$ cat config.mk
export PLATFORM = sky130hd
export DESIGN_NAME = vehicle_can_signal_decoder
export DESIGN_NICKNAME = d
export VERILOG_FILES = /design/src/rtl/vcsd_pkg.sv /design/src/rtl/vehicle_can_signal_decoder.sv /design/src/rtl/vcsd_front.sv /design/src/rtl/vcsd_div.sv /design/src/rtl/vcsd_back.sv
export SDC_FILE = /design/constraint.sdc
export NUM_CORES = 2
export LEC_CHECK = 0
export BUFFER_PORTS_ARGS = -buffer_cell sky130_fd_sc_hd__buf_2
export CAP_MARGIN = 20
export CORE_ASPECT_RATIO = 1.5
export CORE_MARGIN = 5
export CORE_UTILIZATION = 50
export DETAILED_ROUTE_END_ITERATION = 7
export GPL_TIMING_DRIVEN = 0
export PLACE_DENSITY = 0.67
export SKIP_CTS_REPAIR_TIMING = 1
export SLEW_MARGIN = 30
export SYNTH_ARGS = -nofsm -noshare
export SYNTH_HDL_FRONTEND = slang
export SYNTH_SLANG_ARGS = --single-unit
$ cat constraint.sdc
create_clock -name i_clk -period 8.95 [get_ports i_clk]
set_clock_uncertainty 0.05 [all_clocks]
set_input_delay 2.685 -clock i_clk [delete_from_list [all_inputs] [get_ports i_clk]]
set_output_delay 2.685 -clock i_clk [all_outputs]
set_load 0.02 [all_outputs]
$ cat src/rtl/vcsd_pkg.sv
// ----------------------------------------------------------------------------
// vcsd_pkg
// Shared types, identifier codes and constants for the CAN signal decoder.
// ----------------------------------------------------------------------------
`default_nettype none

package vcsd_pkg;

    // identifiers, compared as whole 32-bit words
    localparam logic [31:0] ID_GEAR  = 32'h0000_0300;
    localparam logic [31:0] ID_SPEED = 32'h0000_0302;
    localparam logic [31:0] ID_STEER = 32'h0000_0307;
    localparam logic [31:0] ID_TURN  = 32'h0000_0309;

    // operation kinds handed from front to back
    localparam logic [2:0] OP_OTHER = 3'd0;
    localparam logic [2:0] OP_GEAR  = 3'd1;
    localparam logic [2:0] OP_SPEED = 3'd2;
    localparam logic [2:0] OP_STEER = 3'd3;
    localparam logic [2:0] OP_TURN  = 3'd4;

    // mapped gear states
    localparam logic [2:0] GEAR_PARK    = 3'd0;
    localparam logic [2:0] GEAR_NEUTRAL = 3'd1;
    localparam logic [2:0] GEAR_DRIVE   = 3'd2;
    localparam logic [2:0] GEAR_REVERSE = 3'd3;
    localparam logic [2:0] GEAR_FAIL    = 3'd4;

    // raw gear codes on the bus
    localparam logic [2:0] GCODE_PARK    = 3'd0;
    localparam logic [2:0] GCODE_NEUTRAL = 3'd4;
    localparam logic [2:0] GCODE_DRIVE   = 3'd5;
    localparam logic [2:0] GCODE_REVERSE = 3'd7;

    // odometer: inc = floor(((prev + raw) * dt * 19 >> 7) / 9)
    localparam logic [17:0] ODO_GAIN = 18'd19;
    localparam int          ODO_SHR  = 7;
    localparam logic [5:0]  DIV_ODO  = 6'd9;
    localparam logic [47:0] ODO_MAX  = 48'hFFFF_FFFF_FFFF;

    // steer: floor((raw - 9000) * 256 / 180) = floor(raw * 64 / 45) - 12800
    localparam logic [5:0]  DIV_STEER  = 6'd45;
    localparam logic [17:0] STEER_OFFS = 18'd12800;

    // radix-16 constant divider
    localparam int DIV_NUM_W  = 44;
    localparam int DIV_DIGITS = DIV_NUM_W / 4;

    typedef struct packed {
        logic [2:0]  kind;
        logic [15:0] arg;
        logic [31:0] ts;
    } t_op;

    typedef struct packed {
        logic [47:0]        odometer_um;
        logic signed [17:0] steer_q8;
        logic [11:0]        speed_eighths;
        logic [1:0]         turn_state;
        logic [2:0]         gear_state;
    } t_status;

    function automatic logic [2:0] f_map_gear(input logic [2:0] code);
        logic [2:0] res;
        unique case (code)
            GCODE_PARK:    res = GEAR_PARK;
            GCODE_NEUTRAL: res = GEAR_NEUTRAL;
            GCODE_DRIVE:   res = GEAR_DRIVE;
            GCODE_REVERSE: res = GEAR_REVERSE;
            default:       res = GEAR_FAIL;
        endcase
        return res;
    endfunction

endpackage

`default_nettype wire

$ cat src/rtl/vehicle_can_signal_decoder.sv
// ----------------------------------------------------------------------------
// vehicle_can_signal_decoder
// Decodes gear, speed, steer and turn frames and integrates the odometer.
// ----------------------------------------------------------------------------
//
//   channel   dir  beat contents
//   s_axis    in   one received frame: id, payload, timestamp
//   m_axis    out  one status beat per frame
//
// gear, turn and unknown frames go straight to emit in the back end; steer
// frames pass the radix-16 constant divider (11 digit steps), speed frames
// multiply, divide and accumulate, and a two-entry queue buffers new frames.
// reset is synchronous, active low, and clears all signals and the odometer.
// either side may stall freely; the status register holds until taken.
`default_nettype none

module vehicle_can_signal_decoder (
    input  wire logic          i_clk,
    input  wire logic          i_rst_n,
    input  wire logic          s_axis_tvalid,
    output logic               s_axis_tready,
    // frame_id[31:0], frame_data[95:32], timestamp_us[127:96]
    input  wire logic [127:0]  s_axis_tdata,
    output logic               m_axis_tvalid,
    input  wire logic          m_axis_tready,
    // gear_state[2:0], turn_state[4:3], speed_eighths[16:5],
    // steer_q8[34:17], odometer_um[82:35], zero fill [87:83]
    output logic [87:0]        m_axis_tdata
);
    import vcsd_pkg::*;

    logic    w_op_valid;
    t_op     w_op;
    logic    w_op_pop;
    t_status w_res;

    vcsd_front u_front (
        .i_clk          (i_clk),
        .i_rst_n        (i_rst_n),
        .i_valid        (s_axis_tvalid),
        .o_ready        (s_axis_tready),
        .i_frame_id     (s_axis_tdata[31:0]),
        .i_frame_data   (s_axis_tdata[95:32]),
        .i_timestamp_us (s_axis_tdata[127:96]),
        .o_op_valid     (w_op_valid),
        .o_op           (w_op),
        .i_op_pop       (w_op_pop)
    );

    vcsd_back u_back (
        .i_clk       (i_clk),
        .i_rst_n     (i_rst_n),
        .i_op_valid  (w_op_valid),
        .i_op        (w_op),
        .o_op_pop    (w_op_pop),
        .o_res_valid (m_axis_tvalid),
        .i_res_ready (m_axis_tready),
        .o_res       (w_res)
    );

    // pack the status fields, lowest field first
    assign m_axis_tdata = {5'd0, w_res.odometer_um, w_res.steer_q8,
                           w_res.speed_eighths, w_res.turn_state, w_res.gear_state};

endmodule

`default_nettype wire

$ cat src/rtl/vcsd_front.sv
// ----------------------------------------------------------------------------
// vcsd_front
// Accepts frames, classifies them by identifier and queues the work items.
// ----------------------------------------------------------------------------
`default_nettype none

module vcsd_front (
    input  wire logic            i_clk,
    input  wire logic            i_rst_n,
    input  wire logic            i_valid,
    output logic                 o_ready,
    input  wire logic [31:0]     i_frame_id,
    input  wire logic [63:0]     i_frame_data,
    input  wire logic [31:0]     i_timestamp_us,
    output logic                 o_op_valid,
    output vcsd_pkg::t_op        o_op,
    input  wire logic            i_op_pop
);
    import vcsd_pkg::*;

    t_op        w_op;
    t_op        r_mem [2];
    logic       r_wptr;
    logic       r_rptr;
    logic [1:0] r_count;
    logic       w_push;

    // classify and pick the field that the back end needs
    always_comb begin
        w_op.ts = i_timestamp_us;
        unique case (i_frame_id)
            ID_GEAR: begin
                w_op.kind = OP_GEAR;
                w_op.arg  = {13'd0, i_frame_data[23:21]};
            end
            ID_SPEED: begin
                w_op.kind = OP_SPEED;
                w_op.arg  = {4'd0, i_frame_data[63:52]};
            end
            ID_STEER: begin
                w_op.kind = OP_STEER;
                w_op.arg  = i_frame_data[63:48];
            end
            ID_TURN: begin
                w_op.kind = OP_TURN;
                w_op.arg  = {14'd0, i_frame_data[37:36]};
            end
            default: begin
                w_op.kind = OP_OTHER;
                w_op.arg  = '0;
            end
        endcase
    end

    assign o_ready    = (r_count != 2'd2);
    assign w_push     = i_valid && o_ready;
    assign o_op_valid = (r_count != 2'd0);
    assign o_op       = r_mem[r_rptr];

    // two-entry queue storage
    always_ff @(posedge i_clk) begin
        if (w_push) begin
            r_mem[r_wptr] <= w_op;
        end
    end

    // queue pointers and fill level
    always_ff @(posedge i_clk) begin
        if (!i_rst_n) begin
            r_wptr  <= 1'b0;
            r_rptr  <= 1'b0;
            r_count <= 2'd0;
        end else begin
            if (w_push) begin
                r_wptr <= ~r_wptr;
            end
            if (i_op_pop) begin
                r_rptr <= ~r_rptr;
            end
            r_count <= r_count + {1'b0, w_push} - {1'b0, i_op_pop};
        end
    end

endmodule

`default_nettype wire

$ cat src/rtl/vcsd_div.sv
// ----------------------------------------------------------------------------
// vcsd_div
// Divider by a small constant, one hex digit of quotient per cycle.
// ----------------------------------------------------------------------------
`default_nettype none

module vcsd_div (
    input  wire logic                              i_clk,
    input  wire logic                              i_rst_n,
    input  wire logic                              i_start,
    input  wire logic [5:0]                        i_divisor,
    input  wire logic [vcsd_pkg::DIV_NUM_W-1:0]    i_dividend,
    output logic                                   o_done,
    output logic [vcsd_pkg::DIV_NUM_W-1:0]         o_quot
);
    import vcsd_pkg::*;

    localparam int CNT_W = $clog2(DIV_DIGITS);

    logic [DIV_NUM_W-1:0] r_num;
    logic [5:0]           r_div;
    logic [5:0]           r_rem;
    logic [CNT_W-1:0]     r_cnt;
    logic                 r_busy;
    logic                 r_done;
    logic [9:0]           w_v;
    logic [9:0]           w_sub;
    logic [3:0]           w_digit;

    // one digit: count how many divisor multiples fit under the partial value
    always_comb begin
        w_v     = {r_rem, r_num[DIV_NUM_W-1 -: 4]};
        w_digit = 4'd0;
        w_sub   = 10'd0;
        for (int k = 1; k < 16; k++) begin
            if (w_v >= 10'(k) * {4'd0, r_div}) begin
                w_digit = 4'(k);
                w_sub   = 10'(k) * {4'd0, r_div};
            end
        end
    end

    // shift register holds dividend then quotient
    always_ff @(posedge i_clk) begin
        if (i_start) begin
            r_num <= i_dividend;
            r_div <= i_divisor;
            r_rem <= 6'd0;
        end else if (r_busy) begin
            r_num <= {r_num[DIV_NUM_W-5:0], w_digit};
            r_rem <= 6'(w_v - w_sub);
        end
    end

    // digit counter
    always_ff @(posedge i_clk) begin
        if (!i_rst_n) begin
            r_busy <= 1'b0;
            r_done <= 1'b0;
            r_cnt  <= '0;
        end else begin
            r_done <= 1'b0;
            if (i_start) begin
                r_busy <= 1'b1;
                r_cnt  <= '0;
            end else if (r_busy) begin
                if (r_cnt == CNT_W'(DIV_DIGITS - 1)) begin
                    r_busy <= 1'b0;
                    r_done <= 1'b1;
                end else begin
                    r_cnt <= r_cnt + 1'b1;
                end
            end
        end
    end

    assign o_done = r_done;
    assign o_quot = r_num;

endmodule

`default_nettype wire

$ cat src/rtl/vcsd_back.sv
// ----------------------------------------------------------------------------
// vcsd_back
// Executes queued items, holds the vehicle signals and the status register.
// ----------------------------------------------------------------------------
`default_nettype none

module vcsd_back (
    input  wire logic            i_clk,
    input  wire logic            i_rst_n,
    input  wire logic            i_op_valid,
    input  wire vcsd_pkg::t_op   i_op,
    output logic                 o_op_pop,
    output logic                 o_res_valid,
    input  wire logic            i_res_ready,
    output vcsd_pkg::t_status    o_res
);
    import vcsd_pkg::*;

    localparam logic [2:0] ST_IDLE  = 3'd0;
    localparam logic [2:0] ST_MUL1  = 3'd1;
    localparam logic [2:0] ST_MUL2  = 3'd2;
    localparam logic [2:0] ST_DIVGO = 3'd3;
    localparam logic [2:0] ST_DIV   = 3'd4;
    localparam logic [2:0] ST_ACC   = 3'd5;
    localparam logic [2:0] ST_EMIT  = 3'd6;

    logic [2:0]            r_state;
    logic [2:0]            n_state;
    t_op                   r_op;

    // architectural state
    logic [2:0]            r_gear_code;
    logic [1:0]            r_turn_code;
    logic [11:0]           r_speed_raw;
    logic signed [17:0]    r_steer;
    logic [31:0]           r_last_ts;
    logic [47:0]           r_odo;

    // datapath
    logic [17:0]           r_s19;
    logic [31:0]           r_dt;
    logic [49:0]           r_prod;
    logic [12:0]           w_sum;
    logic [48:0]           w_acc;
    logic [5:0]            w_divisor;
    logic [DIV_NUM_W-1:0]  w_dividend;
    logic                  w_div_start;
    logic                  w_div_done;
    logic [DIV_NUM_W-1:0]  w_quot;
    logic                  w_emit;

    t_status               r_res;
    logic                  r_res_valid;

    assign w_sum  = {1'b0, r_speed_raw} + {1'b0, r_op.arg[11:0]};
    assign w_acc  = {1'b0, r_odo} + {5'd0, w_quot};
    assign w_emit = (r_state == ST_EMIT) && (!r_res_valid || i_res_ready);

    assign o_op_pop    = (r_state == ST_IDLE) && i_op_valid;
    assign w_div_start = (r_state == ST_DIVGO);

    // dividend and divisor by item kind
    always_comb begin
        if (r_op.kind == OP_SPEED) begin
            w_divisor  = DIV_ODO;
            w_dividend = {1'b0, r_prod[49:ODO_SHR]};
        end else begin
            w_divisor  = DIV_STEER;
            w_dividend = {22'd0, r_op.arg, 6'd0};
        end
    end

    vcsd_div u_div (
        .i_clk      (i_clk),
        .i_rst_n    (i_rst_n),
        .i_start    (w_div_start),
        .i_divisor  (w_divisor),
        .i_dividend (w_dividend),
        .o_done     (w_div_done),
        .o_quot     (w_quot)
    );

    // sequencer
    always_comb begin
        n_state = r_state;
        unique case (r_state)
            ST_IDLE: begin
                if (i_op_valid) begin
                    unique case (i_op.kind)
                        OP_SPEED: n_state = ST_MUL1;
                        OP_STEER: n_state = ST_DIVGO;
                        default:  n_state = ST_EMIT;
                    endcase
                end
            end
            ST_MUL1:  n_state = ST_MUL2;
            ST_MUL2:  n_state = ST_DIVGO;
            ST_DIVGO: n_state = ST_DIV;
            ST_DIV: begin
                if (w_div_done) begin
                    n_state = (r_op.kind == OP_SPEED) ? ST_ACC : ST_EMIT;
                end
            end
            ST_ACC:   n_state = ST_EMIT;
            ST_EMIT: begin
                if (w_emit) begin
                    n_state = ST_IDLE;
                end
            end
            default:  n_state = ST_IDLE;
        endcase
    end

    always_ff @(posedge i_clk) begin
        if (!i_rst_n) begin
            r_state <= ST_IDLE;
        end else begin
            r_state <= n_state;
        end
    end

    // latched item and multiplier stages
    always_ff @(posedge i_clk) begin
        if (o_op_pop) begin
            r_op <= i_op;
        end
        if (r_state == ST_MUL1) begin
            r_s19 <= {5'd0, w_sum} * ODO_GAIN;
            r_dt  <= r_op.ts - r_last_ts;
        end
        if (r_state == ST_MUL2) begin
            r_prod <= {32'd0, r_s19} * {18'd0, r_dt};
        end
    end

    // vehicle signal state
    always_ff @(posedge i_clk) begin
        if (!i_rst_n) begin
            r_gear_code <= 3'd0;
            r_turn_code <= 2'd0;
            r_speed_raw <= 12'd0;
            r_steer     <= 18'sd0;
            r_last_ts   <= 32'd0;
            r_odo       <= 48'd0;
        end else begin
            if (o_op_pop && i_op.kind == OP_GEAR) begin
                r_gear_code <= i_op.arg[2:0];
            end
            if (o_op_pop && i_op.kind == OP_TURN) begin
                r_turn_code <= i_op.arg[1:0];
            end
            if (r_state == ST_DIV && w_div_done && r_op.kind == OP_STEER) begin
                r_steer <= $signed(w_quot[17:0] - STEER_OFFS);
            end
            // saturating odometer update
            if (r_state == ST_ACC) begin
                r_odo       <= (w_acc >= {1'b0, ODO_MAX}) ? ODO_MAX : w_acc[47:0];
                r_speed_raw <= r_op.arg[11:0];
                r_last_ts   <= r_op.ts;
            end
        end
    end

    // status output register
    always_ff @(posedge i_clk) begin
        if (!i_rst_n) begin
            r_res_valid <= 1'b0;
        end else if (w_emit) begin
            r_res_valid <= 1'b1;
        end else if (i_res_ready) begin
            r_res_valid <= 1'b0;
        end
    end

    always_ff @(posedge i_clk) begin
        if (w_emit) begin
            r_res.gear_state    <= f_map_gear(r_gear_code);
            r_res.turn_state    <= r_turn_code;
            r_res.speed_eighths <= r_speed_raw;
            r_res.steer_q8      <= r_steer;
            r_res.odometer_um   <= r_odo;
        end
    end

    assign o_res_valid = r_res_valid;
    assign o_res       = r_res;

endmodule

`default_nettype wire

==> flow_metrics.env <==
export IMPL_period_share=0.9443
export IMPL_antenna_found_initial=0
export IMPL_synth_xor_area_share=0.02796
export IMPL_grtUsageTotal=0.2720
export IMPL_nets=5384
export IMPL_place_hpwl_um=101000
export IMPL_synthAdderAreaFrac=0.3073
export IMPL_drtIter0Drc=1893
export IMPL_htree_num_levels=2
export IMPL_crit_type="reg2reg"
export IMPL_grt_pass1_vias=32670
export IMPL_area_growth_pct=10.39
export IMPL_die_w_um=248.4
export IMPL_ios=222
export IMPL_fin_util=0.5540
export IMPL_drive_gt1_frac=0.08981
export IMPL_drv_slew=0
export IMPL_clk_pin_slew_worst_paths_ns=0.06
export IMPL_setup_violations=0
export IMPL_dp_cells=5577
export IMPL_crit_arrival_ns=8.77
export IMPL_tritoncts="built"
export IMPL_worst_pin_slew_ns=1.013
export IMPL_synthFlopType="edfxtp_1"
export IMPL_syn_inst=4243
export IMPL_worstPathRequired_ns=9.26
export IMPL_fmax_ghz=0.1183
export IMPL_syn_cell_area_um2=42610
export IMPL_yosys_warnings=0
export IMPL_grt_remaining_overflow=0
export IMPL_initial_core_util=0.5018
export IMPL_yosysMostFrequentCell="inv_1"
export IMPL_post_route_min_period_ns=8.451
export IMPL_wl_per_cell_um=21.75
export IMPL_ys_ff_latch=510
export IMPL_chipHeight_um=367.5
export IMPL_drt_pass1_iterations=5
export IMPL_ctsLongestPathBuffers=3
export IMPL_synth_compound_area_frac=0.1055
export IMPL_insertion_delay_ns=0.63
export IMPL_crit_fanout=10
export IMPL_fill_cells=7630
export IMPL_synth_largest_area_cell="edfxtp_1"
export IMPL_grt_util_met2=0.4906
export IMPL_busiest_layer="met2"
export IMPL_portBuffers=172
export IMPL_grtUsageMet1=0.2977
export IMPL_rsz0062_at_grt="false"
export IMPL_worstSetupStartpointType="flop"
export IMPL_viasPerCell=5.513
export IMPL_rr_startpoint="u_back.r_s19[7]"
export IMPL_synthSimpleGateAreaFrac=0.1395
export IMPL_cts_inserted_buffers=51
export IMPL_max_cap_violations=0
export IMPL_synth_top_area_share=0.2636
export IMPL_cts_sinks=510
export IMPL_synth_seq_area_share=0.3275
export IMPL_grt_max_degree=45
export IMPL_num_rows=131
export IMPL_avgSynthCellArea_um2=10.04
export IMPL_cts_root_buf="clkbuf_16"
export IMPL_ys_top_cells_by_count="inv_1, nand2_1, fa_1"
export IMPL_globalplace_congestion=0.9895
export IMPL_worstHoldStart="u_back.r_odo[44]"
export IMPL_synth_edf_count=374
export IMPL_grt_pass1_wl_um=189400
export IMPL_status="complete, no violations"
export IMPL_finalHoldViolCount=0
export IMPL_layoutNonFillerInstCount=5674
export IMPL_grt_use_met3=0.02970
export IMPL_dieArea_um2=91270
export IMPL_core_area_um2=84900
export IMPL_startpoint="u_back.r_s19[7]"
export IMPL_async_flop_share=0
export IMPL_slew_headroom=0.3246
export IMPL_synth_distinct_cells=85
export IMPL_vias=31280
export IMPL_synth_top_family_by_area="adder cells"
export IMPL_min_path_type="reg2reg"
export IMPL_drc_errors=0
export IMPL_wl_um=123400
export IMPL_synth_area_mux_share=0.01662
export IMPL_ant_nets=0
export IMPL_synth_area_leaders="edfxtp_1, fa_1, ha_1, dfxtp_1, inv_1"
export IMPL_end_kind="flop"
==> final timing paths <==
kind,end,slack [ns],cells past startpoint
max,u_back.r_prod[49],0.50,25
min,u_back.o_res[79],0.38,0
max reg2reg,u_back.r_prod[49],0.50,25
min reg2reg,u_back.o_res[79],0.38,0
==> metal layers <==
layer / vias to the layer above / routed length [um]
met3: 427 / 5838
met1: 15340 / 43000
li1: 14430 / -
met5: - / 0
met2: 1078 / 63790
met4: 0 / 10760
==> worst max-delay path, stage by stage, from the launching register on <==
cell and delay (ns):
edfxtp_1 0.71, clkbuf_1 0.79, and2_1 0.26, fa_1 0.41
inv_1 0.08, fa_1 0.41, fa_1 0.56, inv_1 0.06
fa_1 0.47, fa_1 0.57, inv_1 0.06, fa_1 0.53
inv_1 0.04, ha_1 0.32, nand2_1 0.10, nor3_1 0.07
a221o_1 0.32, a41o_1 0.24, a21oi_2 0.45, o21ai_0 0.35
a311oi_2 0.36, o31ai_1 0.21, a221o_1 0.37, o21a_1 0.20
nor2_1 0.12, xnor2_1 0.07
==> per-stage QoR <==
| step | setup TNS (ns) | hold WS (ns) | setup WS (ns) | cell area, um2 |
|---|---|---|---|---|
| after global placement | -38.21 | 0.3622 | -1.764 | 44900 |
| after CTS | -0.3339 | 0.3822 | -0.2523 | 47000 |
| after global routing | 0 | 0.3956 | 0.1222 | 47030 |
| after floorplan | 0 | 0.3564 | 1.735 | 42620 |
| final | 0 | 0.3791 | 0.4987 | 47040 |
| after detailed placement | -0.3159 | 0.3677 | -0.2443 | 45250 |
==> cell type report <==
class / instances / area [um2] / area share
Antenna cell: 1 / 2.502 / 0.00005320
Buffer: 194 / 789.5 / 0.01679
Clock buffer: 73 / 1494 / 0.03176
Clock inverter: 23 / 252.7 / 0.005373
Inverter: 654 / 2455 / 0.05219
Multi-Input combinational cell: 2889 / 25520 / 0.5425
Sequential cell: 510 / 13950 / 0.2967
Tap cell: 1130 / 1414 / 0.03006
Timing Repair Buffer: 200 / 1156 / 0.02458
==> sequential cells by signal, summed over array words and instances (netlist names), named ones only <==
| signal | count |
|---|---|
| u_back.u_div.o_done | 1 |
| u_back.r_dt | 32 |
| u_back.r_speed_raw | 12 |
| u_back.r_s19 | 18 |
| u_back.o_res | 83 |
| u_back.r_state | 3 |
| u_front.r_count | 2 |
| u_back.u_div.r_rem | 6 |
| u_back.r_last_ts | 32 |
| u_front.r_wptr | 1 |
| u_back.u_div.r_div | 1 |
| u_back.o_res_valid | 1 |
| u_back.u_div.o_quot | 44 |
| u_back.r_prod | 43 |
| u_back.u_div.r_busy | 1 |
| u_front.r_rptr | 1 |
| u_back.r_op | 51 |
| u_back.u_div.r_cnt | 4 |
| u_back.r_steer | 18 |
| u_back.r_gear_code | 3 |
| u_front.r_mem | 102 |
| u_back.r_odo | 48 |
| u_back.r_turn_code | 2 |
==> cells in the final DEF, fill, tap and decap left out, types with 55 or more instances in the layout <==
| master | synthesis | final |
|---|---|---|
| a21boi_0 | 61 | 61 |
| a21oi_1 | 185 | 184 |
| and2_1 | 239 | 239 |
| buf_2 | 9 | 192 |
| clkbuf_1 | 175 | 168 |
| clkbuf_16 | 0 | 55 |
| dfxtp_1 | 136 | 136 |
| edfxtp_1 | 374 | 374 |
| fa_1 | 491 | 491 |
| ha_1 | 261 | 261 |
| inv_1 | 651 | 651 |
| nand2_1 | 623 | 622 |
| nor2_1 | 149 | 147 |
| o21ai_0 | 118 | 118 |
| xnor2_1 | 88 | 88 |
==> kinds of logic after synthesis <==
group           after synthesis
xor+xnor                    136
simple gates               1257
flops                       510
compound gates              675
fa+ha+maj                   752
mux                          64
other cells                   1
buf+inv                     848
Power is not shown: default switching activity piles up to over one toggle a cycle in this logic, so the estimate is an artifact.
